===== config.mk =====
export PLATFORM = sky130hd
export DESIGN_NAME = euclidean_distance_3d_fixed_unit
export DESIGN_NICKNAME = d
export VERILOG_FILES = /design/src/ed3_pkg.sv /design/src/euclidean_distance_3d_fixed_unit.sv /design/src/ed3_isqrt.sv
export SDC_FILE = /design/constraint.sdc
export NUM_CORES = 2
export LEC_CHECK = 0
export BUFFER_PORTS_ARGS = -buffer_cell sky130_fd_sc_hd__buf_4
export CAP_MARGIN = 20
export CORE_MARGIN = 2
export CORE_UTILIZATION = 55
export DETAILED_ROUTE_END_ITERATION = 10
export PLACE_DENSITY = 0.72
export SLEW_MARGIN = 0
export SYNTH_ARGS = -nofsm -noshare
export SYNTH_HDL_FRONTEND = slang
export SYNTH_SLANG_ARGS = --single-unit

===== constraint.sdc =====
create_clock -name clk -period 138.6 [get_ports clk]
set_input_delay 20.79 -clock clk [delete_from_list [all_inputs] [get_ports clk]]
set_output_delay 20.79 -clock clk [all_outputs]
set_load 0.05 [all_outputs]

===== src/ed3_pkg.sv =====
// Shared constants and helpers for the 3D fixed-point distance unit.
// Used by ed3_isqrt, euclidean_distance_3d_fixed_unit and the testbench; no dependencies.
package ed3_pkg;

    localparam int COORD_W     = 32;                 // 16.16 signed coordinate
    localparam int FRAC_BITS   = 16;
    localparam int AXES        = 3;
    localparam int MAG_W       = COORD_W - FRAC_BITS + 1;  // |delta| up to 32768
    localparam int SQ_W        = 2 * (MAG_W - 1) + 1;      // square up to 2^30
    localparam int SUM_W       = 32;                        // up to 3 * 2^30
    localparam int DIST_W      = SUM_W / 2;
    localparam int ROOT_STEPS  = SUM_W / 2;                 // one root bit per stage
    localparam int REM_W       = DIST_W + 3;                // partial remainder
    localparam int IN_TDATA_W  = 2 * AXES * COORD_W;
    localparam int OUT_TDATA_W = ((DIST_W + 7) / 8) * 8;
    localparam logic [DIST_W-1:0] MAX_DIST = DIST_W'(56755);

    typedef logic [MAG_W-1:0] mag_t;
    typedef logic [SQ_W-1:0]  sq_t;

    // Magnitude of the integer delta (a - b) >>> 16, with 32-bit wrap.
    function automatic mag_t axis_mag(input logic [COORD_W-1:0] a,
                                      input logic [COORD_W-1:0] b);
        logic [COORD_W-1:0]           diff;
        logic [COORD_W-FRAC_BITS-1:0] high;
        mag_t                         mag;
        diff = a - b;
        high = diff[COORD_W-1:FRAC_BITS];
        if (diff[COORD_W-1])
            mag = MAG_W'(0) - {1'b1, high};   // 2^16 - high
        else
            mag = {1'b0, high};
        return mag;
    endfunction

endpackage


===== src/euclidean_distance_3d_fixed_unit.sv =====
// Top level of the 3D fixed-point distance unit: skid buffer, delta,
// square and sum stages, then the pipelined root. Depends on ed3_pkg, ed3_isqrt.
//
//  channel  | dir | width | payload (low bit up)
//  ---------+-----+-------+-----------------------------------------------
//  s_axis   | in  | 192   | first_x, first_y, first_z, second_x, second_y, second_z
//  m_axis   | out | 16    | distance
//
// One beat in, one beat out. A new beat may enter every cycle while the skid
// register is empty. There are 19 register stages (delta, square, sum, then
// 16 root stages, one root bit each); m_axis_tvalid is the last stage's valid.
// The pipeline moves as a whole whenever the output register is empty or
// taken; a one-beat skid register on the input keeps s_axis_tready registered.
// Reset (rst_n low, asynchronous) clears only valid bits; no state is kept.
module euclidean_distance_3d_fixed_unit
(
    input  logic                              clk,
    input  logic                              rst_n,
    input  logic                              s_axis_tvalid,
    output logic                              s_axis_tready,
    // first_x[31:0], first_y, first_z, second_x, second_y, second_z[191:160]
    input  logic [ed3_pkg::IN_TDATA_W-1:0]    s_axis_tdata,
    output logic                              m_axis_tvalid,
    input  logic                              m_axis_tready,
    // distance[15:0]
    output logic [ed3_pkg::OUT_TDATA_W-1:0]   m_axis_tdata
);

    localparam int CW = ed3_pkg::COORD_W;
    localparam int AX = ed3_pkg::AXES;

    logic advance;          // whole pipeline steps this cycle
    logic accept;

    // input skid
    logic                            skid_valid_reg;
    logic                            skid_valid_next;
    logic [ed3_pkg::IN_TDATA_W-1:0]  skid_data_reg;
    logic                            feed_valid;
    logic [ed3_pkg::IN_TDATA_W-1:0]  feed_data;

    // stage 1: axis magnitudes
    logic              s1_valid_reg;
    ed3_pkg::mag_t     s1_mag_reg [AX];
    // stage 2: squares
    logic              s2_valid_reg;
    ed3_pkg::sq_t      s2_sq_reg  [AX];
    // stage 3: sum of squares
    logic                       s3_valid_reg;
    logic [ed3_pkg::SUM_W-1:0]  s3_sum_reg;

    logic                        root_valid;
    logic [ed3_pkg::DIST_W-1:0]  root;

    assign advance       = !root_valid || m_axis_tready;
    assign s_axis_tready = !skid_valid_reg;
    assign accept        = s_axis_tvalid && s_axis_tready;

    assign feed_valid = skid_valid_reg || s_axis_tvalid;
    assign feed_data  = skid_valid_reg ? skid_data_reg : s_axis_tdata;

    // skid fills only when a beat lands while the pipeline is held
    always_comb
    begin
        skid_valid_next = skid_valid_reg;
        if (advance)
            skid_valid_next = 1'b0;
        else if (accept)
            skid_valid_next = 1'b1;
    end

    always_ff @(posedge clk or negedge rst_n)
    begin
        if (!rst_n)
        begin
            skid_valid_reg <= 1'b0;
            s1_valid_reg   <= 1'b0;
            s2_valid_reg   <= 1'b0;
            s3_valid_reg   <= 1'b0;
        end
        else
        begin
            skid_valid_reg <= skid_valid_next;
            if (advance)
            begin
                s1_valid_reg <= feed_valid;
                s2_valid_reg <= s1_valid_reg;
                s3_valid_reg <= s2_valid_reg;
            end
        end
    end

    always_ff @(posedge clk)
    begin
        if (!advance && accept)
            skid_data_reg <= s_axis_tdata;
        if (advance)
        begin
            for (int i = 0; i < AX; i++)
            begin
                // first point in lanes 0..2, second point in lanes 3..5
                s1_mag_reg[i] <= ed3_pkg::axis_mag(feed_data[i*CW +: CW],
                                                   feed_data[(i+AX)*CW +: CW]);
                s2_sq_reg[i]  <= ed3_pkg::SQ_W'(s1_mag_reg[i])
                               * ed3_pkg::SQ_W'(s1_mag_reg[i]);
            end
            s3_sum_reg <= ed3_pkg::SUM_W'(s2_sq_reg[0])
                        + ed3_pkg::SUM_W'(s2_sq_reg[1])
                        + ed3_pkg::SUM_W'(s2_sq_reg[2]);
        end
    end

    ed3_isqrt u_isqrt
    (
        .clk         (clk),
        .rst_n       (rst_n),
        .advance     (advance),
        .in_valid    (s3_valid_reg),
        .in_radicand (s3_sum_reg),
        .out_valid   (root_valid),
        .out_root    (root)
    );

    assign m_axis_tvalid = root_valid;
    assign m_axis_tdata  = ed3_pkg::OUT_TDATA_W'(root);

    // skid drains into the pipeline on the first step
    a_skid_drains: assert property (@(posedge clk) disable iff (!rst_n)
        skid_valid_reg && advance |=> !skid_valid_reg)
        else $error("skid beat not drained on advance");

    // a beat taken while held must be parked in the skid
    a_skid_parks: assert property (@(posedge clk) disable iff (!rst_n)
        accept && !advance |=> skid_valid_reg)
        else $error("accepted beat lost while stalled");

    // stage 1 only sees a beat when one was offered or parked
    a_s1_source: assert property (@(posedge clk) disable iff (!rst_n)
        advance && !skid_valid_reg && !s_axis_tvalid |=> !s1_valid_reg)
        else $error("stage 1 valid without a source beat");

    // three magnitudes of at most 2^15 cannot give a root above the bound
    a_dist_range: assert property (@(posedge clk) disable iff (!rst_n)
        m_axis_tvalid |-> root <= ed3_pkg::MAX_DIST)
        else $error("distance out of range");

endmodule


===== src/ed3_isqrt.sv =====
// Pipelined floor square root of a 32-bit radicand, one root bit per stage.
// Depends on ed3_pkg for widths.
module ed3_isqrt
(
    input  logic                        clk,
    input  logic                        rst_n,
    input  logic                        advance,
    input  logic                        in_valid,
    input  logic [ed3_pkg::SUM_W-1:0]   in_radicand,
    output logic                        out_valid,
    output logic [ed3_pkg::DIST_W-1:0]  out_root
);

    localparam int N = ed3_pkg::ROOT_STEPS;

    logic                        valid_reg [N];
    logic [ed3_pkg::SUM_W-1:0]   rad_reg   [N];
    logic [ed3_pkg::REM_W-1:0]   rem_reg   [N];
    logic [ed3_pkg::DIST_W-1:0]  root_reg  [N];

    for (genvar g = 0; g < N; g++)
    begin : g_step
        logic                        cur_valid;
        logic [ed3_pkg::SUM_W-1:0]   cur_rad;
        logic [ed3_pkg::REM_W-1:0]   cur_rem;
        logic [ed3_pkg::DIST_W-1:0]  cur_root;
        logic [ed3_pkg::REM_W-1:0]   rem_sh;
        logic [ed3_pkg::REM_W-1:0]   trial;
        logic                        fits;

        if (g == 0)
        begin : g_first
            assign cur_valid = in_valid;
            assign cur_rad   = in_radicand;
            assign cur_rem   = '0;
            assign cur_root  = '0;
        end
        else
        begin : g_rest
            assign cur_valid = valid_reg[g-1];
            assign cur_rad   = rad_reg[g-1];
            assign cur_rem   = rem_reg[g-1];
            assign cur_root  = root_reg[g-1];
        end

        // bring down the next two radicand bits, try root*4+1
        assign rem_sh = {cur_rem[ed3_pkg::REM_W-3:0],
                         cur_rad[ed3_pkg::SUM_W-1:ed3_pkg::SUM_W-2]};
        assign trial  = {1'b0, cur_root, 2'b01};
        assign fits   = (rem_sh >= trial);

        always_ff @(posedge clk or negedge rst_n)
        begin
            if (!rst_n)
            begin
                valid_reg[g] <= 1'b0;
            end
            else if (advance)
            begin
                valid_reg[g] <= cur_valid;
            end
        end

        always_ff @(posedge clk)
        begin
            if (advance)
            begin
                rad_reg[g]  <= {cur_rad[ed3_pkg::SUM_W-3:0], 2'b00};
                rem_reg[g]  <= fits ? (rem_sh - trial) : rem_sh;
                root_reg[g] <= {cur_root[ed3_pkg::DIST_W-2:0], fits};
            end
        end
    end

    assign out_valid = valid_reg[N-1];
    assign out_root  = root_reg[N-1];

endmodule


==> metrics.cfg <==
[floorplanning]
core_area_um2=129000
die-height_um=364
boundaryPins=214
start_util_pct=55.3
dieWidth_um=364
num_rows=132
die_area_um2=133000

[synthesis]
syn_area_per_cell_um2=11.6
synth-seq-area-share_pct=41.9
synth-seq-cells=1001
yosysUniqueCellTypes=94
async_flop_share_pct=2.00
synth_edf_count=981
synthFlopType=edfxtp_1
yosysWarnings=0
synth_area_um2=71400
synthCells=6151

[clock_tree]
hold_buffers=0
insertion_delay_ns=0.74
cts-htree-levels=3
cts_resized=0
post_cts_buffers=0
cts_buffers=104
clk_path_buf_depth=3
cts_root_buf=clkbuf_16
cts_tree=done
cts.clk_slew.worst_paths_ns=0.06
cts_num_sinks=1001

[drt]
viasPerCell=5.30
ant_nets=0
drcViolationCount=0
wire_per_inst_um=16.4
vias=43500
drt-pass1-iter-count=7
routed_wl_um=135000
first_iter_violations=2521

[layout]
fillers=10300
antenna_cells=0
drive_above_1_share_pct=9.34
layout.cells.most_common_list=inv_1 (1105), edfxtp_1 (981), fa_1 (601), ha_1 (578), nand2_1 (427)
largest_reg_flops=240
final_nets=7756
fin_cells=8211
layout_commonest_cell=inv_1
area_delta_synth_final_pct=9.92

[timing]
worst_pin_slew_ns=1.08
fin_skew_ns=0.0592
fmax_mhz=40.5
setup_viol=0
slew-limit-headroom_pct=28.2
rsz0062_at_grt=no
drv_slew=0
fin_setup_tns_ns=0
hold_violations=0
period_share_pct=17.8
min_period_ns=24.68

[placement]
gp_congestion=0.870
post-dp-hpwl_um=102000
io_buffers=213
dp_cells=8015

[critical_path]
crit_path_end_kind=flop
slowest_stage=buf_4
crit_type=in2reg
cp_max_fo=201
slowest_delay_ns=0.93
worstPathRequired_ns=138.94
crit_path_cell_trace=buf_4 -> nand2b_4 -> buf_4 -> buf_12 -> buf_4 -> buf_4
critPathArrivalTime_ns=25.02
r2r_slack_ns=130.81
path_common_cell=buf_4
start_kind=input port

[min_path]
hold_class=reg2reg

[global_routing]
overflow=0
grt_pass1_vias=45500
grt_antenna_before_repair=2
grt_pass1_wl_um=222000
grt_max_degree=202
grt_use_total_pct=20.6

[job]
max-cap-violations=0

[run_status]
outcome=finished clean

[stage by stage]
stage          area [um^2]  hold WS (ns)  utilization [%]  setup WS (ns)
6_report             78500         0.384             60.8         113.92
2_1_floorplan        71400         0.400                -          18.89
3_3_place_gp         75000         0.401             58.1         113.25
5_1_grt              78500         0.375             60.8         113.53
4_1_cts              78500         0.372             60.8         113.87
3_5_place_dp         75000         0.405             58.1         113.07
[Yosys cell counts (19+ instances only)]
| master | n | share of area (%) |
|---|---|---|
| a21oi_1 | 255 | 1.8 |
| nor2b_1 | 54 | 0.47 |
| o21bai_1 | 26 | 0.27 |
| ha_1 | 578 | 10 |
| and3_1 | 30 | 0.26 |
| nor2_1 | 277 | 1.5 |
| o31ai_1 | 21 | 0.22 |
| xnor2_1 | 243 | 3.0 |
| nand2b_1 | 62 | 0.54 |
| o21ai_0 | 153 | 1.1 |
| a21boi_0 | 31 | 0.33 |
| nand2_1 | 427 | 2.2 |
| or2_2 | 29 | 0.25 |
| o21a_1 | 48 | 0.50 |
| clkbuf_1 | 89 | 0.47 |
| dfrtp_1 | 20 | 0.70 |
| nand4_1 | 30 | 0.26 |
| mux2i_1 | 101 | 1.4 |
| and2_1 | 171 | 1.5 |
| nand3_1 | 67 | 0.47 |
| edfxtp_1 | 981 | 41 |
| xor2_1 | 124 | 1.5 |
| a21o_1 | 104 | 1.1 |
| buf_1 | 19 | 0.10 |
| nor4_1 | 25 | 0.22 |
| nor3_1 | 87 | 0.61 |
| fa_1 | 601 | 17 |
| mux2_2 | 145 | 2.3 |
| inv_1 | 1105 | 5.8 |
[metal layers]
layer / wire (um) / vias up / track usage, %
li1: - / 21200 / -
met1: 54700 / 21200 / 24.9
met2: 68800 / 932 / 37.0
met3: 6870 / 231 / 3.95
met4: 4250 / 4 / 6.85
met5: 24 / - / 0
[critical path, delay by kind of cell]
family,cells,cell delay [ns]
buffers and inverters,5,3.52
AND/OR/NAND/NOR,1,0.48
[final cells by class]
type,instances,area [um^2],share of cell area [%]
Multi-Input combinational cell,3931,36900,47.0
Sequential cell,1001,30000,38.2
Inverter,1106,4150,5.29
Clock buffer,128,2800,3.56
Tap cell,1742,2180,2.78
Timing Repair Buffer,237,1830,2.33
Clock inverter,66,706,0.899
[worst paths after layout]
kind | start | end | depth (start not counted)
max | m_axis_tready | u_isqrt.rem_reg[1][116] | 6
min | u_isqrt.rad_reg[0][27] | u_isqrt.rad_reg[0][59] | 0
max reg2reg | s1_mag_reg[0][2] | s2_sq_reg[0][31] | 23
min reg2reg | u_isqrt.rad_reg[0][27] | u_isqrt.rad_reg[0][59] | 0
max in group asynchronous | rst_n | u_isqrt.g_step[7].cur_valid | 1
min in group asynchronous | rst_n | skid_valid_reg | 1
[cells by family after synthesis]
group / count (synthesis) / share of synthesized area, %
simple gates: 1345 / 9.26
buf+inv: 1222 / 6.45
fa+ha+maj: 1179 / 27.0
flops: 1001 / 41.9
compound gates: 788 / 7.13
xor+xnor: 369 / 4.55
mux: 246 / 3.70
other cells: 1 / 0.00525
Power is not shown: default switching activity piles up to over one toggle a cycle in this logic, so the estimate is an artifact.
